### src/sv/bcmc_pkg.sv
// ----------------------------------------------------------------------------
// bcmc_pkg
// Shared types and constants of the bead chain move checker: request kinds,
// register map, fixed field widths and the bundles passed between units.
// ----------------------------------------------------------------------------
`timescale 1ns / 1ps
`default_nettype none

package bcmc_pkg;

    // Defaults for the top level parameters
    localparam int MAX_BEADS_DEF  = 64;
    localparam int COORD_BITS_DEF = 24;

    // Fixed field widths
    localparam int KIND_W  = 2;
    localparam int INDEX_W = 6;
    localparam int IN_W    = 24;
    localparam int CHAIN_W = 7;
    localparam int LIMIT_W = 16;

    // Distance arithmetic widths
    localparam int DIFF_CAP = 65536;          // clamp on each coordinate difference
    localparam int MAG_W    = 17;             // clamped magnitude
    localparam int SQD_W    = 33;             // square of a clamped magnitude
    localparam int SUM_W    = 34;             // sum of three squares
    localparam int LSQ_W    = 2 * LIMIT_W;    // square of a limit

    // Configuration port
    localparam int ADDR_W = 4;
    localparam int DATA_W = 32;

    // Register reset values
    localparam int CHAIN_RESET    = 2;
    localparam int OVERLAP_RESET  = 0;
    localparam int BOND_MIN_RESET = 0;
    localparam int BOND_MAX_RESET = 65535;

    typedef enum logic [KIND_W-1:0] {
        KIND_LOAD   = 2'd0,
        KIND_CHECK  = 2'd1,
        KIND_COMMIT = 2'd2
    } kind_t;

    typedef enum logic [1:0] {
        REG_CHAIN_LENGTH = 2'd0,
        REG_OVERLAP      = 2'd1,
        REG_BOND_MIN     = 2'd2,
        REG_BOND_MAX     = 2'd3
    } reg_idx_t;

    // Limits handed from the register block to the datapath
    typedef struct packed {
        logic [CHAIN_W-1:0] chain_length;
        logic [LSQ_W-1:0]   overlap_sq;
        logic [LSQ_W-1:0]   bond_lo_sq;
        logic [LSQ_W-1:0]   bond_hi_sq;
    } limits_t;

    // Tag travelling with each bead read of a sweep
    typedef struct packed {
        logic valid;
        logic self_hit;
        logic nbr;
    } tag_t;

endpackage

`default_nettype wire

### src/sv/bcmc_regs.sv
// ----------------------------------------------------------------------------
// bcmc_regs
// Configuration registers behind the APB-style port, with the squared
// overlap and bond limits precomputed and the bond interval put in order.
// ----------------------------------------------------------------------------
`timescale 1ns / 1ps
`default_nettype none

module bcmc_regs (
    input  wire logic                        clk,
    input  wire logic                        rst_n,
    input  wire logic                        psel,
    input  wire logic                        penable,
    input  wire logic                        pwrite,
    input  wire logic [bcmc_pkg::ADDR_W-1:0] paddr,
    input  wire logic [bcmc_pkg::DATA_W-1:0] pwdata,
    output logic      [bcmc_pkg::DATA_W-1:0] prdata,
    output bcmc_pkg::limits_t                limits
);

    logic [bcmc_pkg::CHAIN_W-1:0] chain_length_reg;
    logic [bcmc_pkg::LIMIT_W-1:0] overlap_reg;
    logic [bcmc_pkg::LIMIT_W-1:0] bond_min_reg;
    logic [bcmc_pkg::LIMIT_W-1:0] bond_max_reg;

    logic [bcmc_pkg::LSQ_W-1:0]   overlap_sq_reg;
    logic [bcmc_pkg::LSQ_W-1:0]   min_sq_reg;
    logic [bcmc_pkg::LSQ_W-1:0]   max_sq_reg;
    logic [bcmc_pkg::LSQ_W-1:0]   lo_sq_reg;
    logic [bcmc_pkg::LSQ_W-1:0]   hi_sq_reg;

    logic                         wr_en;
    bcmc_pkg::reg_idx_t           reg_idx;

    assign wr_en   = psel && penable && pwrite;
    assign reg_idx = bcmc_pkg::reg_idx_t'(paddr[3:2]);

    // Register writes on the access phase of a write transfer
    always_ff @(posedge clk or negedge rst_n)
    begin
        if (!rst_n)
        begin
            chain_length_reg <= bcmc_pkg::CHAIN_W'(bcmc_pkg::CHAIN_RESET);
            overlap_reg      <= bcmc_pkg::LIMIT_W'(bcmc_pkg::OVERLAP_RESET);
            bond_min_reg     <= bcmc_pkg::LIMIT_W'(bcmc_pkg::BOND_MIN_RESET);
            bond_max_reg     <= bcmc_pkg::LIMIT_W'(bcmc_pkg::BOND_MAX_RESET);
        end
        else if (wr_en)
        begin
            unique case (reg_idx)
                bcmc_pkg::REG_CHAIN_LENGTH: chain_length_reg <= pwdata[bcmc_pkg::CHAIN_W-1:0];
                bcmc_pkg::REG_OVERLAP:      overlap_reg      <= pwdata[bcmc_pkg::LIMIT_W-1:0];
                bcmc_pkg::REG_BOND_MIN:     bond_min_reg     <= pwdata[bcmc_pkg::LIMIT_W-1:0];
                bcmc_pkg::REG_BOND_MAX:     bond_max_reg     <= pwdata[bcmc_pkg::LIMIT_W-1:0];
                default:                    ;
            endcase
        end
    end

    // Square the limits, then order the bond interval in the next cycle
    always_ff @(posedge clk)
    begin
        overlap_sq_reg <= bcmc_pkg::LSQ_W'(overlap_reg) * bcmc_pkg::LSQ_W'(overlap_reg);
        min_sq_reg     <= bcmc_pkg::LSQ_W'(bond_min_reg) * bcmc_pkg::LSQ_W'(bond_min_reg);
        max_sq_reg     <= bcmc_pkg::LSQ_W'(bond_max_reg) * bcmc_pkg::LSQ_W'(bond_max_reg);
        if (min_sq_reg > max_sq_reg)
        begin
            lo_sq_reg <= max_sq_reg;
            hi_sq_reg <= min_sq_reg;
        end
        else
        begin
            lo_sq_reg <= min_sq_reg;
            hi_sq_reg <= max_sq_reg;
        end
    end

    // Read back
    always_comb
    begin
        unique case (reg_idx)
            bcmc_pkg::REG_CHAIN_LENGTH: prdata = bcmc_pkg::DATA_W'(chain_length_reg);
            bcmc_pkg::REG_OVERLAP:      prdata = bcmc_pkg::DATA_W'(overlap_reg);
            bcmc_pkg::REG_BOND_MIN:     prdata = bcmc_pkg::DATA_W'(bond_min_reg);
            bcmc_pkg::REG_BOND_MAX:     prdata = bcmc_pkg::DATA_W'(bond_max_reg);
            default:                    prdata = '0;
        endcase
    end

    assign limits.chain_length = chain_length_reg;
    assign limits.overlap_sq   = overlap_sq_reg;
    assign limits.bond_lo_sq   = lo_sq_reg;
    assign limits.bond_hi_sq   = hi_sq_reg;

endmodule

`default_nettype wire

### config.mk
export PLATFORM = sky130hd
export DESIGN_NAME = bcmc_regs
export DESIGN_NICKNAME = d
export VERILOG_FILES = /design/src/sv/bcmc_pkg.sv /design/src/sv/bcmc_regs.sv
export SDC_FILE = /design/constraint.sdc
export NUM_CORES = 2
export LEC_CHECK = 0
export ABC_AREA = 1
export BUFFER_PORTS_ARGS = -buffer_cell sky130_fd_sc_hd__buf_4
export CELL_PAD_IN_SITES_DETAIL_PLACEMENT = 1
export CELL_PAD_IN_SITES_GLOBAL_PLACEMENT = 1
export CORE_ASPECT_RATIO = 0.6
export CORE_UTILIZATION = 30
export CTS_BUF_LIST = sky130_fd_sc_hd__clkbuf_4 sky130_fd_sc_hd__clkbuf_8 sky130_fd_sc_hd__clkbuf_16
export CTS_CLUSTER_DIAMETER = 150
export DETAILED_ROUTE_END_ITERATION = 8
export PLACE_DENSITY = 0.65
export RECOVER_POWER = 100
export SYNTH_ARGS = -nofsm -noshare
export SYNTH_HDL_FRONTEND = slang
export SYNTH_SLANG_ARGS = --single-unit
### constraint.sdc
create_clock -name clk -period 8.09 [get_ports clk]
set_input_delay 2.0225 -clock clk [delete_from_list [all_inputs] [get_ports clk]]
set_output_delay 2.0225 -clock clk [all_outputs]
set_load 0.02 [all_outputs]
==> impl_metrics.env <==
export IMPL_clkTransAtPathRegs_ps=60
export IMPL_path_class="flip-flop to flip-flop"
export IMPL_dieArea_sq_um=103000
export IMPL_synth_edf_count=0
export IMPL_clock_sinks=210
export IMPL_clock_skew_ps=18.2
export IMPL_slowest_stage="nand2_1"
export IMPL_drive_above_1_share_pct=4.83
export IMPL_yosys_area_top_type="fa_1"
export IMPL_worst_pin_slew_ps=3200
export IMPL_initial_utilization_pct=30.4
export IMPL_cts_buffers=26
export IMPL_endpoint_kind="flip-flop"
export IMPL_utilization_pct=33.0
export IMPL_core_region_area_sq_um=101000
export IMPL_cts_tree="built"
export IMPL_path_depth=11
export IMPL_status="finished with violations"
export IMPL_critPathBufInv=1
export IMPL_io_buffers=138
export IMPL_grt_overflow=0
export IMPL_crit_fanout=63
export IMPL_setup_tns_ps=0
export IMPL_die_width_microns=414
export IMPL_ff2ff_path_depth=11
export IMPL_min_path_cells=2
export IMPL_fin_crit_sh_pct=83.3
export IMPL_clockBufferDepth=3
export IMPL_gp_congestion=0.870
export IMPL_yosysSeqAreaShare_pct=14.7
export IMPL_grt_use_total_pct=18.1
export IMPL_ys_warn_count=0
export IMPL_synth_area_leaders="fa_1 32%, ha_1 14%, inv_1 13%"
export IMPL_syn_inst=3853
export IMPL_maxCapViolCount=3
export IMPL_via_per_inst=4.53
export IMPL_violations="max-capacitance violations, max-slew violations"
export IMPL_crit_family="simple AND/OR/NAND/NOR gates"
export IMPL_grt_pass1_vias=25800
export IMPL_min_period_ps=6730
export IMPL_synthArstFlopShare_pct=26.2
export IMPL_worstPathRequired_ps=8510
export IMPL_post_cts_buffers=0
export IMPL_path_cells="inv_1 > ha_1 > nand2_2 > nor2_1 > nand4_2 > nor2_1 > nand2_2 > nand2_1 > nand2_1 > nand2_2 > nand2_1"
export IMPL_rsz0062_at_grt="false"
export IMPL_cts_root_buf="clkbuf_16"
export IMPL_vias=23900
export IMPL_hold_class="flip-flop to flip-flop"
export IMPL_synth_cell_types=43
export IMPL_antenna_found_initial=3
export IMPL_hold_worst_slack_ps=482
export IMPL_firstDrtPassIters=5
export IMPL_critPathArrivalTime_ps=7150
export IMPL_critPathLaunchType="flip-flop"
export IMPL_ant_nets=0
export IMPL_drv_slew=183
export IMPL_drt_iter0_drc=1335
export IMPL_cp_slowest_stage_delay_ps=2620
export IMPL_fp_dieH_microns=249
export IMPL_synth_seq_cells=210
export IMPL_synth_commonest_cells="1037 x inv_1, 914 x nand2_1, 488 x fa_1, 333 x ha_1, 155 x dfxtp_1"
export IMPL_maxSlewHeadroom_pct=-114
export IMPL_grt_max_degree=64
export IMPL_cts_max_level=1
export IMPL_wl_per_cell_microns=17.3
export IMPL_synthMostInstantiatedCell="inv_1"
export IMPL_ioPinCount=176
export IMPL_post_dp_hpwl_mm=77.7
export IMPL_rows=90
export IMPL_syn_area_per_cell_sq_um=7.94
export IMPL_synth_area_sq_um=30600
export IMPL_cts_resized_gates=0
export IMPL_fmaxAchievable_mhz=148
export IMPL_finalSetupViolCount=0
export IMPL_grt_pass1_wl_mm=147
export IMPL_synth_top_flop_cell="dfxtp_1"
export IMPL_synth_top_cell_area_share_pct=31.9
export IMPL_drc=0
export IMPL_syn_to_final_growth_pct=8.70
export IMPL_finalNetCount=4774
export IMPL_routed_wl_mm=91.3
export IMPL_clk_latency_ps=590
export IMPL_finalHoldViolCount=0
export IMPL_ctsHoldBuffers=0
-- layout make-up --
class                      count  area, sq um
fill                       12200        67500
multi-input combinational   2468        21500
sequential                   210         4500
inverter                    1045         3920
tap                         1334         1670
timing repair buffer         161          762
clock buffer                  32          721
clock inverter                16          219
antenna                        1         2.50
-- worst min-delay path: stages (launching register included) --
cell     delay (ps)
dfxtp_1         330
nand2_2          70
nand2_1          40
-- stage by stage --
step	cells	setup slack, ps	instance area (sq um)
floorplan	3871	2630	30700
global placement	5218	1960	32800
detailed placement	5218	1930	32800
CTS	5266	1930	33700
global route	5266	765	33300
finish	5267	1360	33300
-- per-layer routing --
metal / part of all wire (%) / track usage, %
met1: 53 / 28.0
met2: 42 / 27.0
met3: 4.2 / 2.42
met4: 1.6 / 2.95
met5: 0.0099 / 0
-- kinds of logic after synthesis --
| kind of cell | Yosys count | share of synthesized area (%) |
|---|---|---|
| buffers and inverters | 1193 | 15.2 |
| AO/OA/AOI/OAI | 276 | 4.91 |
| XOR/XNOR | 77 | 2.20 |
| AND/OR/NAND/NOR | 1275 | 17.4 |
| flip-flops | 210 | 14.7 |
| adder cells (fa/ha/maj) | 821 | 45.5 |
| other | 1 | 0.0123 |
-- layout by cell type (no fill, tap or decap), drive strengths merged --
master,netlist,final
a21o,8,8
a21oi,123,123
a31o,2,2
and2,1,1
and3,2,2
buf,58,42
bufinv,0,4
clkbuf,90,151
clkinv,1,10
clkinvlp,0,2
conb,1,19
dfrtp,38,38
dfstp,17,17
dfxtp,155,155
diode,0,1
fa,488,488
ha,333,333
inv,1044,1045
nand2,979,979
nand3,141,141
nand4,23,23
nor2,104,104
nor3,9,9
nor3b,3,3
nor4,6,6
o2111ai,6,6
o211ai,5,5
o21a,6,6
o21ai,112,112
o21bai,8,8
o221ai,6,6
or2,7,7
xnor2,15,15
xor2,62,62
-- worst paths after layout --
kind | start | endpoint | slack [ps]
min | max_sq_reg[19]$_DFF_P_ | hi_sq_reg[19]$_DFF_P_ | 480
min in group asynchronous | rst_n | bond_min_reg[13]$_DFFE_PN0P_ | 2490
max reg2reg | max_sq_reg[23]$_DFF_P_ | lo_sq_reg[2]$_DFF_P_ | 1360
max in group asynchronous | rst_n | bond_min_reg[15]$_DFFE_PN0P_ | 3800
min reg2reg | max_sq_reg[19]$_DFF_P_ | hi_sq_reg[19]$_DFF_P_ | 480
max | max_sq_reg[23]$_DFF_P_ | lo_sq_reg[2]$_DFF_P_ | 1360
Power is not shown: default switching activity piles up to over one toggle a cycle in this logic, so the estimate is an artifact.
