<file path="src/sv/bcmc_pkg.sv">
// ----------------------------------------------------------------------------
// bcmc_pkg
// Shared types and constants of the bead chain move checker: request kinds,
// register map, fixed field widths and the bundles passed between units.
// ----------------------------------------------------------------------------
`timescale 1ns / 1ps
`default_nettype none

package bcmc_pkg;

    // Defaults for the top level parameters
    localparam int MAX_BEADS_DEF  = 64;
    localparam int COORD_BITS_DEF = 24;

    // Fixed field widths
    localparam int KIND_W  = 2;
    localparam int INDEX_W = 6;
    localparam int IN_W    = 24;
    localparam int CHAIN_W = 7;
    localparam int LIMIT_W = 16;

    // Distance arithmetic widths
    localparam int DIFF_CAP = 65536;          // clamp on each coordinate difference
    localparam int MAG_W    = 17;             // clamped magnitude
    localparam int SQD_W    = 33;             // square of a clamped magnitude
    localparam int SUM_W    = 34;             // sum of three squares
    localparam int LSQ_W    = 2 * LIMIT_W;    // square of a limit

    // Configuration port
    localparam int ADDR_W = 4;
    localparam int DATA_W = 32;

    // Register reset values
    localparam int CHAIN_RESET    = 2;
    localparam int OVERLAP_RESET  = 0;
    localparam int BOND_MIN_RESET = 0;
    localparam int BOND_MAX_RESET = 65535;

    typedef enum logic [KIND_W-1:0] {
        KIND_LOAD   = 2'd0,
        KIND_CHECK  = 2'd1,
        KIND_COMMIT = 2'd2
    } kind_t;

    typedef enum logic [1:0] {
        REG_CHAIN_LENGTH = 2'd0,
        REG_OVERLAP      = 2'd1,
        REG_BOND_MIN     = 2'd2,
        REG_BOND_MAX     = 2'd3
    } reg_idx_t;

    // Limits handed from the register block to the datapath
    typedef struct packed {
        logic [CHAIN_W-1:0] chain_length;
        logic [LSQ_W-1:0]   overlap_sq;
        logic [LSQ_W-1:0]   bond_lo_sq;
        logic [LSQ_W-1:0]   bond_hi_sq;
    } limits_t;

    // Tag travelling with each bead read of a sweep
    typedef struct packed {
        logic valid;
        logic self_hit;
        logic nbr;
    } tag_t;

endpackage

`default_nettype wire

</file>
<file path="src/sv/bcmc_dist.sv">
// ----------------------------------------------------------------------------
// bcmc_dist
// Distance pipeline of a sweep: clamped coordinate differences, squares,
// then the sum compared against the overlap and bond limits. Overlap and
// bad bond flags stick until cleared at the start of the next sweep.
// ----------------------------------------------------------------------------
`timescale 1ns / 1ps
`default_nettype none

module bcmc_dist #(
    parameter int COORD_BITS = bcmc_pkg::COORD_BITS_DEF
) (
    input  wire logic                  clk,
    input  wire logic                  rst_n,
    input  wire logic                  clear,
    input  wire bcmc_pkg::tag_t        issue_tag,
    input  wire logic [COORD_BITS-1:0] pos_x,
    input  wire logic [COORD_BITS-1:0] pos_y,
    input  wire logic [COORD_BITS-1:0] pos_z,
    input  wire logic [COORD_BITS-1:0] mem_x,
    input  wire logic [COORD_BITS-1:0] mem_y,
    input  wire logic [COORD_BITS-1:0] mem_z,
    input  wire bcmc_pkg::limits_t     limits,
    output logic                       busy,
    output logic                       overlap_flag,
    output logic                       bad_bond_flag
);

    localparam int WIDE = (COORD_BITS + 1 > bcmc_pkg::MAG_W) ? COORD_BITS + 1
                                                              : bcmc_pkg::MAG_W;
    localparam int PW   = 2 * bcmc_pkg::MAG_W;

    bcmc_pkg::tag_t                   s0_tag_reg;
    bcmc_pkg::tag_t                   s1_tag_reg;
    bcmc_pkg::tag_t                   s2_tag_reg;
    logic [bcmc_pkg::MAG_W-1:0]       mag_x_reg;
    logic [bcmc_pkg::MAG_W-1:0]       mag_y_reg;
    logic [bcmc_pkg::MAG_W-1:0]       mag_z_reg;
    logic [bcmc_pkg::SQD_W-1:0]       sq_x_reg;
    logic [bcmc_pkg::SQD_W-1:0]       sq_y_reg;
    logic [bcmc_pkg::SQD_W-1:0]       sq_z_reg;
    logic [PW-1:0]                    prod_x;
    logic [PW-1:0]                    prod_y;
    logic [PW-1:0]                    prod_z;
    logic [bcmc_pkg::SUM_W-1:0]       dist_sq;
    logic                             hit_overlap;
    logic                             hit_bond;
    logic                             overlap_reg;
    logic                             bad_bond_reg;

    // Magnitude of a signed difference, clamped to the distance cap
    function automatic logic [bcmc_pkg::MAG_W-1:0] clamp_mag(
        input logic [COORD_BITS-1:0] a,
        input logic [COORD_BITS-1:0] b
    );
        logic [COORD_BITS:0] diff;
        logic [COORD_BITS:0] mag;
        logic [WIDE-1:0]     mag_wide;
        diff     = {a[COORD_BITS-1], a} - {b[COORD_BITS-1], b};
        mag      = diff[COORD_BITS] ? (~diff + (COORD_BITS+1)'(1)) : diff;
        mag_wide = WIDE'(mag);
        if (mag_wide > WIDE'(bcmc_pkg::DIFF_CAP))
        begin
            return bcmc_pkg::MAG_W'(bcmc_pkg::DIFF_CAP);
        end
        return mag_wide[bcmc_pkg::MAG_W-1:0];
    endfunction

    assign prod_x = PW'(mag_x_reg) * PW'(mag_x_reg);
    assign prod_y = PW'(mag_y_reg) * PW'(mag_y_reg);
    assign prod_z = PW'(mag_z_reg) * PW'(mag_z_reg);

    assign dist_sq = bcmc_pkg::SUM_W'(sq_x_reg) + bcmc_pkg::SUM_W'(sq_y_reg)
                   + bcmc_pkg::SUM_W'(sq_z_reg);

    assign hit_overlap = !s2_tag_reg.self_hit
                         && (dist_sq <= bcmc_pkg::SUM_W'(limits.overlap_sq));
    assign hit_bond    = s2_tag_reg.nbr
                         && !((dist_sq > bcmc_pkg::SUM_W'(limits.bond_lo_sq))
                              && (dist_sq < bcmc_pkg::SUM_W'(limits.bond_hi_sq)));

    // Advance the tags and accumulate the flags
    always_ff @(posedge clk or negedge rst_n)
    begin
        if (!rst_n)
        begin
            s0_tag_reg   <= '0;
            s1_tag_reg   <= '0;
            s2_tag_reg   <= '0;
            overlap_reg  <= 1'b0;
            bad_bond_reg <= 1'b0;
        end
        else
        begin
            s0_tag_reg <= issue_tag;
            s1_tag_reg <= s0_tag_reg;
            s2_tag_reg <= s1_tag_reg;
            if (clear)
            begin
                overlap_reg  <= 1'b0;
                bad_bond_reg <= 1'b0;
            end
            else if (s2_tag_reg.valid)
            begin
                overlap_reg  <= overlap_reg || hit_overlap;
                bad_bond_reg <= bad_bond_reg || hit_bond;
            end
        end
    end

    // Difference and square stages
    always_ff @(posedge clk)
    begin
        mag_x_reg <= clamp_mag(pos_x, mem_x);
        mag_y_reg <= clamp_mag(pos_y, mem_y);
        mag_z_reg <= clamp_mag(pos_z, mem_z);
        sq_x_reg  <= prod_x[bcmc_pkg::SQD_W-1:0];
        sq_y_reg  <= prod_y[bcmc_pkg::SQD_W-1:0];
        sq_z_reg  <= prod_z[bcmc_pkg::SQD_W-1:0];
    end

    assign busy          = s0_tag_reg.valid || s1_tag_reg.valid || s2_tag_reg.valid;
    assign overlap_flag  = overlap_reg;
    assign bad_bond_flag = bad_bond_reg;

endmodule

`default_nettype wire

</file>
<file path="config.mk">
export PLATFORM = sky130hd
export DESIGN_NAME = bcmc_dist
export DESIGN_NICKNAME = d
export VERILOG_FILES = /design/src/sv/bcmc_pkg.sv /design/src/sv/bcmc_dist.sv
export SDC_FILE = /design/constraint.sdc
export NUM_CORES = 2
export LEC_CHECK = 0
export ABC_AREA = 1
export ABC_CLOCK_PERIOD_IN_PS = 5700
export BUFFER_PORTS_ARGS = -buffer_cell sky130_fd_sc_hd__buf_2
export CAP_MARGIN = 0
export CORE_ASPECT_RATIO = 1.25
export CORE_MARGIN = 2
export CORE_UTILIZATION = 50
export CTS_CLUSTER_DIAMETER = 150
export DETAILED_ROUTE_END_ITERATION = 10
export PLACE_DENSITY_LB_ADDON = 0.05
export SLEW_MARGIN = 30
export SYNTH_ARGS = -nofsm -noshare
export SYNTH_HDL_FRONTEND = slang
export SYNTH_SLANG_ARGS = --single-unit
</file>
<file path="constraint.sdc">
create_clock -name clk -period 5.7 [get_ports clk]
set_input_delay 0.285 -clock clk [delete_from_list [all_inputs] [get_ports clk]]
set_output_delay 0.285 -clock clk [all_outputs]
set_load 0.01 [all_outputs]
</file>
==> flow_summary.yaml <==
synthesis:
  syn-cell-area_um2: 41600
  syn_inst: 5844
  synth_cell_type_count: 51
  synth_seq_cells: 158
  async_flop_share_pct: 6.96
  synth_edf_count: 0
  synth.avg_cell_area_um2: 7.12
  synth_ff_type: "dfxtp_1"
  ys.warnings.count: 0
  synth-seq-area-share_pct: 7.73
run_status:
  status: "complete, no violations"
sta:
  hold_viol_final: 0
  finClkSkew_ns: 0.0150
  rsz0062_at_grt: "true"
  setup_tns_ns: 0
  fmax_ghz: 0.183
  setup_viol: 0
  holdWs_ns: 0.208
  min_period_over_period_pct: 95.8
  worst_pin_slew_ns: 0.626
  period_needed_ns: 5.46
  relSlewSlack_pct: 58.1
  maxSlewViolCount: 0
critical_path:
  startpoint_type: "register"
  cp.required_ns: 6.09
  critPathCapture: "sq_z_reg[24]"
  endpoint_kind: "register"
  r2r.worst_path.cells: 22
  worstPathArrival_ns: 5.85
  r2r_end: "sq_z_reg[24]"
  cpPeakStageDelay_ns: 0.51
  crit_chain: "buf_4, nand2_1, fa_1, inv_1, fa_1, inv_1, fa_1, inv_1, fa_1, fa_1, inv_1, fa_1, inv_1, ha_4, nand4_1, nor3_2, buf_4, a21oi_2, o21bai_1, nand3_1, nand2_1, xor2_1"
  r2r_slack_ns: 0.24
  critPathSlowestCell: "fa_1"
  cpMostUsedCell: "fa_1"
  reg2reg_from: "mag_z_reg[5]"
  worst-path-max-fanout: 7
  cp-startpoint: "mag_z_reg[5]"
  crit_type: "register to register"
die:
  rows: 118
  start_util_pct: 50.3
  chipHeight_um: 327
  boundaryPins: 256
  core-area_um2: 82700
  dieArea_um2: 85600
  die_x_um: 262
global_route:
  grt_overflow: 0
  antenna_found_initial: 1
  grtUsageMet1_pct: 29.5
  top_usage_layer: "met2"
  grtUsageMet2_pct: 44.5
  grt_max_degree: 33
  grt_use_met3_pct: 1.85
  grt_use_total_pct: 23.8
  grt_pass1_vias: 35500
  grt_pass1_wl_mm: 165
clocking:
  htree_levels: 4
  cts_sinks: 158
  clk_path_buf_depth: 2
  clock_latency_ns: 0.48
  cts_tree: "built"
  ctsRootBufferMaster: "clkbuf_16"
  clkSlewWorstSetupHoldPaths_ns: 0.07
  cts_buffers: 17
power_and_ir_drop:
  power.density_nw_per_um2: 82.6
  p_leak_nw: 29.3
  vdd_drop_max_mv: 0.190
route:
  drc_errors: 0
  routed_wl_mm: 97.2
  via_per_inst: 4.78
  initialDrtViolationCount: 1491
  route.vias.total: 34800
  drtPass1Iterations: 5
  wl_per_cell_um: 13.4
  ant_nets: 0
cells_and_area:
  design_area_um2: 46200
  area_delta_synth_final_pct: 11.0
  finish.net_count: 7561
  drive_above_1_share_pct: 11.4
  fin_util_pct: 55.9
placed_design:
  place.gp.congestion: 0.924
  dp_hpwl_mm: 87.8
  io_buffers: 248
  placed_area_um2: 45100
run:
  max_cap_viol_count: 0
hold_path:
  min-delay-path-class: "input port to asynchronous set/reset pin"
[routing by layer]
| metal | up-vias | wire, µm |
|---|---|---|
| met4 | 0 | 1740 |
| met5 | - | 0 |
| met1 | 16300 | 42300 |
| met2 | 554 | 50300 |
| li1 | 17900 | - |
| met3 | 86 | 2840 |
[what timing repair did]
item                                    CTS  global route
hold buffers                              5             0
gates resized for setup                  13           128
hold endpoints to repair                 16             0
endpoints found under the setup margin   10            45
setup buffers                             0             3
pin swaps                                 0            27
[critical path: cells and delay by family (launching register included)]
| family | cells | cell delay (ns) |
|---|---|---|
| buffers and inverters | 7 | 0.61 |
| AND/OR/NAND/NOR | 5 | 0.72 |
| adder cells (fa/ha/maj) | 7 | 3.22 |
| XOR/XNOR | 1 | 0.18 |
| AO/OA/AOI/OAI | 2 | 0.26 |
| flip-flops | 1 | 0.39 |
[worst min-delay path by stage]
stage / from / endpoint / slack, ns / cells after the start
after CTS: rst_n / s2_tag_reg[0] / 0.15 / 2
after floorplan: rst_n / bad_bond_flag / -0.01 / 0
after global placement: rst_n / s2_tag_reg[0] / 0.16 / 1
after global routing: mem_x[0] / mag_x_reg[0] / 0.20 / 3
final: rst_n / s1_tag_reg[0] / 0.21 / 2
after detailed placement: rst_n / s2_tag_reg[0] / 0.16 / 1
[power by group]
part	internal, mW	leakage [nW]	switching [mW]
registers	1.12	1.34	0.0185
logic	0.557	27.7	1.05
clock network	0.563	0.254	0.504
total	2.24	29.3	1.58
[metrics by stage]
step                      total power, mW  setup slack [ns]  cells
after CTS                            3.86            0.0155   7273
final                                3.81             0.239   7277
after detailed placement             2.77           -0.0438   7236
after global placement               2.75            0.0101   7236
after global routing                 4.15           -0.0515   7277
after floorplan                      2.35            0.0138   5845
[cell type report]
cell class | instances | area, µm²
flip-flops and latches | 158 | 3300
multi-input cells | 3847 | 31800
fillers | 8269 | 36500
repair buffers | 437 | 2770
clock inverters | 13 | 104
diodes | 1 | 2.50
clock buffers | 19 | 433
well taps | 1080 | 1350
inverters | 1722 | 6460
[layout by cell type, fill, tap and decap left out, drive strengths merged, types with 75 or more instances in the layout]
master / instances
dfxtp: 147
o21ai: 86
buf: 432
nand4: 75
fa: 611
inv: 1727
nand3: 236
xor2: 115
nor2: 348
ha: 514
a21oi: 213
nand2: 1446
[cells in the mapped netlist, types with 6 or more instances]
library cell | n | area, µm²
inv_1 | 1706 | 6400
nand2_1 | 1395 | 5240
fa_1 | 611 | 12200
ha_1 | 514 | 6430
nor2_1 | 289 | 1080
nand3_1 | 222 | 1110
a21oi_1 | 211 | 1060
dfxtp_1 | 147 | 2940
xor2_1 | 115 | 1010
clkbuf_1 | 105 | 394
o21ai_0 | 81 | 405
nand4_1 | 75 | 469
nor2_2 | 59 | 369
xnor2_1 | 58 | 508
nand2_2 | 48 | 300
nor3_1 | 27 | 135
a31oi_1 | 15 | 93.8
inv_2 | 14 | 52.6
nand3_2 | 13 | 130
o21bai_1 | 13 | 97.6
a211oi_1 | 11 | 82.6
dfrtp_1 | 11 | 275
and2_1 | 9 | 56.3
nand3b_1 | 9 | 67.6
o21a_1 | 9 | 67.6
a21boi_0 | 8 | 60.1
a21o_1 | 7 | 52.6
buf_6 | 6 | 67.6
o211ai_1 | 6 | 45.0
[logic make-up (layout without fill, tap and decap cells)]
family	Yosys count	in the layout	synth area share (%)
AOI/OAI and AO/OA	383	383	5.13
adders and majority gates	1125	1125	44.9
xor gates and xnor gates	173	173	3.64
other	1	3	0.00901
buffers and inverters	1840	2191	16.8
DFF	158	158	7.73
and+or+nand+nor	2164	2164	21.9
Power figures use the tool's default switching activity.
