`src/sv/bcmc_ram.sv`:
```
// ----------------------------------------------------------------------------
// bcmc_ram
// Generic simple dual-port RAM: one write port, one read port with the read
// data registered.
// ----------------------------------------------------------------------------
`timescale 1ns / 1ps
`default_nettype none

module bcmc_ram #(
    parameter int WIDTH = 8,
    parameter int DEPTH = 64
) (
    input  wire logic                     clk,
    input  wire logic                     we,
    input  wire logic [$clog2(DEPTH)-1:0] waddr,
    input  wire logic [WIDTH-1:0]         wdata,
    input  wire logic [$clog2(DEPTH)-1:0] raddr,
    output logic      [WIDTH-1:0]         rdata
);

    logic [WIDTH-1:0] mem [DEPTH];

    // Write port
    always_ff @(posedge clk)
    begin
        if (we)
        begin
            mem[waddr] <= wdata;
        end
    end

    // Registered read port
    always_ff @(posedge clk)
    begin
        rdata <= mem[raddr];
    end

endmodule

`default_nettype wire

```
`config.mk`:
```
export PLATFORM = sky130hd
export DESIGN_NAME = bcmc_ram
export DESIGN_NICKNAME = d
export VERILOG_FILES = /design/src/sv/bcmc_ram.sv
export SDC_FILE = /design/constraint.sdc
export NUM_CORES = 1
export LEC_CHECK = 0
export BUFFER_PORTS_ARGS = -buffer_cell sky130_fd_sc_hd__buf_2
export CORE_ASPECT_RATIO = 1.4
export CORE_MARGIN = 2
export CORE_UTILIZATION = 26
export DETAILED_ROUTE_END_ITERATION = 10
export SLEW_MARGIN = 20
export SYNTH_ARGS = -nofsm -noshare
export SYNTH_HDL_FRONTEND = slang
export SYNTH_SLANG_ARGS = --single-unit
```
`constraint.sdc`:
```
create_clock -name clk -period 5.2 [get_ports clk]
set_clock_uncertainty 0.1 [all_clocks]
set_input_delay 0.26 -clock clk [delete_from_list [all_inputs] [get_ports clk]]
set_output_delay 0.26 -clock clk [all_outputs]
set_load 0.05 [all_outputs]
```
==> results of run 1 <==
## worst max-delay path: cells and delay by family
kind / cells / cell delay [ns]
buffers and inverters: 2 / 0.97
AO/OA/AOI/OAI: 1 / 0.17
AND/OR/NAND/NOR: 1 / 0.25
multiplexers: 2 / 1.06
## per-layer routing
layer	routed length, um	GRT usage (%)	up-vias	part of all wire, %
li1	-	-	4002	-
met2	24800	21.06	329	54
met4	1506	4.176	4	3.3
met1	17580	13.74	5069	38
met3	2343	1.465	79	5.1
met5	21	0	-	0.045
## where the power goes
group          total (mW)  switching (mW)  internal [mW]  leakage [nW]
combinational       0.448           0.293          0.155          1.48
sequential           4.66          0.0183           4.64          4.67
clock                3.15            1.46           1.69         0.667
## cells by family after synthesis
group / Yosys count / synth area share (%)
flops: 520 / 77.03
mux: 162 / 15.94
simple gates: 153 / 3.387
compound gates: 54 / 2.072
buf+inv: 51 / 1.570
## registers in the layout, indices dropped and copies added, names as in the netlist
| name | cells |
|---|---|
| mem | 512 |
| rdata | 8 |
## Yosys cell counts (2+ instances only)
master / count
sky130_fd_sc_hd__o2111ai_1: 3
sky130_fd_sc_hd__nand4_1: 2
sky130_fd_sc_hd__buf_2: 11
sky130_fd_sc_hd__mux2_2: 13
sky130_fd_sc_hd__o21ai_1: 2
sky130_fd_sc_hd__clkbuf_1: 17
sky130_fd_sc_hd__nor4_1: 2
sky130_fd_sc_hd__o221ai_1: 8
sky130_fd_sc_hd__nor2b_1: 14
sky130_fd_sc_hd__edfxtp_1: 512
sky130_fd_sc_hd__nor3_1: 7
sky130_fd_sc_hd__mux4_2: 126
sky130_fd_sc_hd__buf_6: 4
sky130_fd_sc_hd__a22oi_1: 3
sky130_fd_sc_hd__o22ai_1: 8
sky130_fd_sc_hd__a221oi_1: 6
sky130_fd_sc_hd__o221a_2: 2
sky130_fd_sc_hd__dfxtp_1: 8
sky130_fd_sc_hd__nand3_1: 13
sky130_fd_sc_hd__a211oi_1: 4
sky130_fd_sc_hd__o41ai_1: 2
sky130_fd_sc_hd__nand3b_1: 3
sky130_fd_sc_hd__nand2_1: 19
sky130_fd_sc_hd__o21a_1: 2
sky130_fd_sc_hd__buf_1: 4
sky130_fd_sc_hd__o21ai_0: 2
sky130_fd_sc_hd__o32ai_1: 2
sky130_fd_sc_hd__o2bb2ai_1: 3
sky130_fd_sc_hd__buf_4: 13
sky130_fd_sc_hd__nor2_1: 83
sky130_fd_sc_hd__buf_12: 2
sky130_fd_sc_hd__a21oi_1: 3
sky130_fd_sc_hd__mux2i_1: 23
sky130_fd_sc_hd__a2111oi_0: 2
sky130_fd_sc_hd__nand2b_1: 7
## area by class of cell
type | count | area [um^2] | share of cell area, %
timing repair buffer | 46 | 291.5 | 1.279
multi-input combinational | 369 | 4319 | 18.95
clock inverter | 21 | 132.6 | 0.5819
clock buffer | 61 | 1216 | 5.336
sequential | 520 | 15530 | 68.16
tap | 1037 | 1297 | 5.693
## layout by cell type, fill, tap and decap left out, types with 6 or more instances in the layout
master,instances
sky130_fd_sc_hd__buf_2,24
sky130_fd_sc_hd__mux4_2,126
sky130_fd_sc_hd__mux2_2,13
sky130_fd_sc_hd__dfxtp_1,8
sky130_fd_sc_hd__nand3_1,13
sky130_fd_sc_hd__nor2b_1,14
sky130_fd_sc_hd__nor2_1,82
sky130_fd_sc_hd__clkinv_1,6
sky130_fd_sc_hd__nor3_1,7
sky130_fd_sc_hd__nand2_1,19
sky130_fd_sc_hd__o22ai_1,8
sky130_fd_sc_hd__o221ai_1,8
sky130_fd_sc_hd__buf_4,21
sky130_fd_sc_hd__clkbuf_16,45
sky130_fd_sc_hd__edfxtp_1,512
sky130_fd_sc_hd__mux2i_1,23
sky130_fd_sc_hd__clkbuf_1,13
sky130_fd_sc_hd__nand2b_1,7
sky130_fd_sc_hd__clkinv_2,11
sky130_fd_sc_hd__a221oi_1,6
## final timing paths
kind	from	endpoint	slack, ns	cells past startpoint
worst min-delay path	raddr[5]	rdata[2]	0.09	3
worst max register to register	mem[47][1]	rdata[1]	2.77	4
worst min register to register	mem[22][1]	rdata[1]	0.76	4
worst max-delay path	raddr[0]	rdata[4]	2.67	6
==> run_results.csv, run 1 <==
group,metric,value,unit
critical_path,path_max_fanout,59,
sta,portion_of_the_clock_cycle_consumed_by_the_worst_path_in_the_final_layout,48.71,%
sta,timing_worst_slew_pin_value,1.103,ns
critical_path,critPathMostFrequentCell,"sky130_fd_sc_hd__mux4_2",
flow_run,max_cap_violations,0,
synthesis,mappedNetlistNets,962,
floorplan,fp.dieW,239.4,um
clock_network,clock_tree.buffer_depth,3,
clock_network,cts.clk_slew.worst_paths,0.06,ns
clock_network,total_clock_buffers_created_by_cts,45,
min_path,worstHoldPathType,"input port to flip-flop",
placed_design,dpl-instance-area,0.02144,mm^2
drt,detail_route.drc_violations,0,
power,design_power,8.253,mW
synthesis,synth.ff_latch_count,520,
cells_and_area,antenna_cells,0,
placed_design,dp_hpwl,28970,um
critical_path,timing.critical_path.cells,"clkbuf_8, buf_4, mux4_2, mux4_2, nor2_1, o32ai_1",
drt,finalWirelength,46250,um
floorplan,die-area,0.07984,mm^2
synthesis,synthesis.area_per_instance,21.45,um^2
placed_design,place_ws,2.051,ns
sta,post-route-worst-setup-slack,2.667,ns
cells_and_area,layout.nets,1004,
floorplan,core_box_area,0.07672,mm^2
clock_network,cts_root_buf,"sky130_fd_sc_hd__clkbuf_16",
power,static-leakage-power,6.822,nW
global_route,globalRoute.totalOverflow,0,
drt,route.detailed.wl_per_inst,22.52,um
global_route,first_global_vias,9729,
global_route,grt_first_pass_wirelength,67480,um
drt,initialDrtViolationCount,865,
outcome,status,"finished clean",
floorplan,starting_density_of_the_core,26.29,%
drt,ant_nets,0,
synthesis,synthDominantCellAreaShare,76.24,%
global_route,grt_start_max_net_pins,65,
sta,period_needed,2.533,ns
critical_path,arrival,2.86,ns
cells_and_area,layout-drive-gt1-share,24.68,%
cells_and_area,layout_cell_area_excl_fill,0.02279,mm^2
sta,clock.fmax,0.3948,GHz
critical_path,worst_path_largest_cell_delay,0.59,ns
cells_and_area,area_delta_synth_final,13.02,%
global_route,grt_antenna_before_repair,4,
critical_path,crit_path_end_kind,"flip-flop",
global_route,gr-usage-all-layers,11.51,%
placed_design,finalWeightedCongestion,0.8190,
cells_and_area,fillCellCount,7431,
placed_design,post-place-cells,1972,
synthesis,yosys-top-cells-area,"sky130_fd_sc_hd__edfxtp_1 76%, sky130_fd_sc_hd__mux4_2 14%, sky130_fd_sc_hd__nor2_1 1.5%",
drt,route.vias.total,9483,
clock_network,cts.sink_count,520,
clock_network,post_cts.repair.setup_buffers,0,
placed_design,io_buffers,29,
clock_network,clk_latency,0.57,ns
critical_path,crit_type,"input port to flip-flop",
sta,post_route_setup_tns,0,ns
synthesis,top_cell_type_by_total_area_after_synthesis,"sky130_fd_sc_hd__edfxtp_1",
sta,timing.final.hold_violations,0,
sta,final_slew_violations,0,
drt,drt_pre_antenna_iters,5,
clock_network,post_cts.resized_instances,0,
clock_network,post_cts_hold_buffer_count,0,
sta,timing.slew.headroom,26.16,%
critical_path,critical_path_launch_point_type,"input port",
clock_network,tritoncts,"yes",
floorplan,die_height,333.5,um
synthesis,netlist_instances,940,
power,ir_drop,0.2424,mV
sta,rsz0062_at_grt,"no",
drt,viasPerCell,4.617,
synthesis,synth-edff-count,512,
synthesis,proportion_of_register_bits_with_asynchronous_set_or_reset_after_synthesis,0,%
synthesis,synth-main-ff-cell,"sky130_fd_sc_hd__edfxtp_1",
clock_network,cts-htree-levels,2,
critical_path,worstPathRequired,5.53,ns
synthesis,synth_sequential_area_ratio,77.03,%
sta,hold_slack,0.08546,ns
critical_path,crit_slowest_cell,"sky130_fd_sc_hd__mux4_2",
synthesis,synth_cell_type_count,40,
sta,total_of_endpoints_with_negative_setup_slack_in_the_final_report,0,
cells_and_area,fin_util,29.71,%
cells_and_area,stdcell_count,2054,
synthesis,synth-warning-count,0,
synthesis,post_synthesis_cell_area,0.02017,mm^2
power,powerDensity,362.1,mW/mm^2
floorplan,floorplan.rows,120,
floorplan,io_pins,30,
No activity file was read; power rests on OpenSTA's default activity.
==> run 2: changes to the inputs <==
ABC_AREA = 1   (was default)
clock period = 2.15 ns   (was 5.2 ns; I/O delays follow)
==> run_results.csv, run 2 <==
group,metric,value,unit
synthesis,synth-edff-count,512,
cells_and_area,multi_input_area,0.004946,mm^2
floorplan,fp.dieW,246.1,um
cells_and_area,most_common_cell_after_layout_fill_and_taps_aside,"sky130_fd_sc_hd__nand2_1",
sta,timing.slew.headroom,52.57,%
sta,timing_worst_slew_pin_value,0.7115,ns
synthesis,netlist_instances,1805,
synthesis,yosys-top-cells-area,"sky130_fd_sc_hd__edfxtp_1 72%, sky130_fd_sc_hd__nand2_1 11%, sky130_fd_sc_hd__nand3_1 10%",
floorplan,starting_density_of_the_core,26.20,%
cells_and_area,antenna_cells,0,
cells_and_area,reg.largest.list,"mem: 512 flops, rdata: 8 flops",
global_route,grt_start_max_net_pins,97,
synthesis,proportion_of_register_bits_with_asynchronous_set_or_reset_after_synthesis,0,%
cells_and_area,area_delta_synth_final,15.95,%
clock_network,post_cts.repair.setup_buffers,0,
synthesis,yosys.area_share.adder,0,%
synthesis,synth_sequential_area_ratio,72.80,%
cells_and_area,fillCellCount,8153,
synthesis,post_synthesis_cell_area,0.02134,mm^2
drt,route.vias.total,13880,
synthesis,ys_top_cells_by_count,"648 x sky130_fd_sc_hd__nand2_1, 512 x sky130_fd_sc_hd__edfxtp_1, 439 x sky130_fd_sc_hd__nand3_1",
synthesis,mappedNetlistNets,1827,
synthesis,synth.ff_latch_count,520,
sta,total_of_endpoints_with_negative_setup_slack_in_the_final_report,0,
synthesis,synthDominantCellAreaShare,72.05,%
cells_and_area,layout-drive-gt1-share,11.30,%
synthesis,top_cell_type_by_total_area_after_synthesis,"sky130_fd_sc_hd__edfxtp_1",
critical_path,path_max_fanout,17,
clock_network,clock_tree.buffer_depth,3,
drt,finalWirelength,55620,um
synthesis,post_synth_and_or_nand_nor_area_fraction,23.18,%
clock_network,post_cts.resized_instances,0,
clock_network,tritoncts,"yes",
drt,ant_nets,0,
synthesis,synth_cell_type_count,16,
sta,clock.fmax,0.5187,GHz
synthesis,yosys.cell_count.top_type,"sky130_fd_sc_hd__nand2_1",
power,design_power,20.98,mW
cells_and_area,largest_register_ffs,512,
cells_and_area,top_register,"mem",
placed_design,dp_hpwl,34670,um
drt,drt_pre_antenna_iters,5,
clock_network,post_cts_hold_buffer_count,9,
floorplan,io_pins,30,
drt,route.detailed.wl_per_inst,18.53,um
synthesis,synth-warning-count,0,
global_route,grt_first_pass_wirelength,84120,um
cells_and_area,area_occupied_by_registers,0.01553,mm^2
outcome,status,"finished clean",
critical_path,crit_type,"input port to flip-flop",
power,ir_drop,0.5135,mV
clock_network,clk_latency,0.57,ns
floorplan,floorplan.rows,124,
drt,detail_route.drc_violations,0,
sta,post_route_setup_tns,0,ns
power,static-leakage-power,8.817,nW
clock_network,cts.clk_slew.worst_paths,0.07,ns
floorplan,die_height,343.0,um
global_route,first_global_vias,13710,
synthesis,synth_top_family_by_area,"simple AND/OR/NAND/NOR gates",
floorplan,core_box_area,0.08145,mm^2
sta,rsz0062_at_grt,"no",
drt,initialDrtViolationCount,1094,
critical_path,worstPathRequired,2.56,ns
synthesis,synth_xor_area_share,0,%
cells_and_area,layout.nets,1916,
sta,timing.final.hold_violations,0,
min_path,worstHoldPathType,"input port to flip-flop",
synthesis,synth-main-ff-cell,"sky130_fd_sc_hd__edfxtp_1",
sta,period_needed,1.928,ns
sta,final_slew_violations,0,
global_route,globalRoute.totalOverflow,0,
drt,viasPerCell,4.624,
synthesis,synthesis.area_per_instance,11.82,um^2
placed_design,finalWeightedCongestion,0.8666,
floorplan,die-area,0.08441,mm^2
placed_design,io_buffers,29,
critical_path,crit_path_end_kind,"flip-flop",
sta,portion_of_the_clock_cycle_consumed_by_the_worst_path_in_the_final_layout,89.66,%
synthesis,synth.area.mux_share,0,%
flow_run,max_cap_violations,0,
synthesis,synth_compound_gate_area_share,0,%
clock_network,total_clock_buffers_created_by_cts,46,
power,powerDensity,848.0,mW/mm^2
clock_network,cts_root_buf,"sky130_fd_sc_hd__clkbuf_16",
global_route,gr-usage-all-layers,13.01,%
global_route,grt_antenna_before_repair,2,
clock_network,cts-htree-levels,2,
cells_and_area,commonest_cells_after_routing_fill_and_taps_aside,"648 x sky130_fd_sc_hd__nand2_1, 512 x sky130_fd_sc_hd__edfxtp_1, 439 x sky130_fd_sc_hd__nand3_1, 97 x sky130_fd_sc_hd__buf_4, 56 x sky130_fd_sc_hd__nor2_1",
critical_path,arrival,2.34,ns
clock_network,cts.sink_count,520,
critical_path,critical_path_launch_point_type,"input port",
## run 2: cell count changes after synthesis, moves of 10 or more
cell                      previous run  this run
sky130_fd_sc_hd__mux2_2             13         0
sky130_fd_sc_hd__nand3_1            13       439
sky130_fd_sc_hd__buf_2              11        37
sky130_fd_sc_hd__nor2b_1            14         0
sky130_fd_sc_hd__nor2_1             83        56
sky130_fd_sc_hd__mux4_2            126         0
sky130_fd_sc_hd__nand2_1            19       648
sky130_fd_sc_hd__inv_1               0        10
sky130_fd_sc_hd__mux2i_1            23         0
sky130_fd_sc_hd__buf_6               4        35
## run 2: metrics by stage
| stage | hold WS [ns] | cells | utilization (%) | cell area (um^2) | setup slack [ns] |
|---|---|---|---|---|---|
| after floorplan | 0.1064 | 1805 | - | 21340 | 0.1764 |
| after global placement | 0.3842 | 2908 | 28.42 | 23150 | 0.3759 |
| after detailed placement | 0.3810 | 2908 | 28.42 | 23150 | 0.3777 |
| after CTS | 0.01526 | 3001 | 30.38 | 24740 | 0.2881 |
| after global routing | 0.03716 | 3001 | 30.38 | 24740 | 0.1453 |
| final | 0.02967 | 3001 | 30.38 | 24740 | 0.2222 |
## run 2: final cells by class
class / count / share of cell area (%)
clock inverters: 32 / 1.214
clock buffers: 52 / 4.870
inverters: 12 / 0.2124
flip-flops and latches: 520 / 62.78
repair buffers: 154 / 5.517
well taps: 1071 / 5.416
multi-input cells: 1160 / 19.99
## run 2: logic make-up after synthesis
logic type	count (synthesis)
DFF	520
and+or+nand+nor	1160
buffers and inverters	125
## run 2: metal layers
layer / global-route usage (%) / routed length (um) / vias to the layer above / part of all wire, %
met1: 15.19 / 21630 / 6801 / 39
met3: 1.783 / 2880 / 136 / 5.2
li1: - / - / 6513 / -
met5: 0 / 21 / - / 0.038
met2: 23.33 / 28420 / 422 / 51
met4: 6.288 / 2664 / 4 / 4.8
## run 2: critical path, stage by stage
cell	delay, ns
sky130_fd_sc_hd__dlygate4sd3_1	0.58
sky130_fd_sc_hd__buf_2	0.39
sky130_fd_sc_hd__inv_1	0.37
sky130_fd_sc_hd__nand3_1	0.19
sky130_fd_sc_hd__nand3_1	0.07
sky130_fd_sc_hd__dlygate4sd3_1	0.56
sky130_fd_sc_hd__nand2_1	0.06
## run 2: final timing paths
path | slack (ns) | to | cells after the start | from
setup / recovery | 0.22 | rdata[5] | 7 | raddr[4]
hold / removal | 0.03 | mem[63][5] | 2 | wdata[5]
setup reg to reg | 0.30 | rdata[5] | 9 | mem[63][5]
hold reg to reg | 0.72 | rdata[4] | 8 | mem[4][4]
## run 2: where the power goes
part / switching (mW) / internal [mW] / leakage, nW
Sequential: 0.0374 / 11.2 / 4.67
Combinational: 1.08 / 0.390 / 3.42
Clock: 3.62 / 4.64 / 0.726
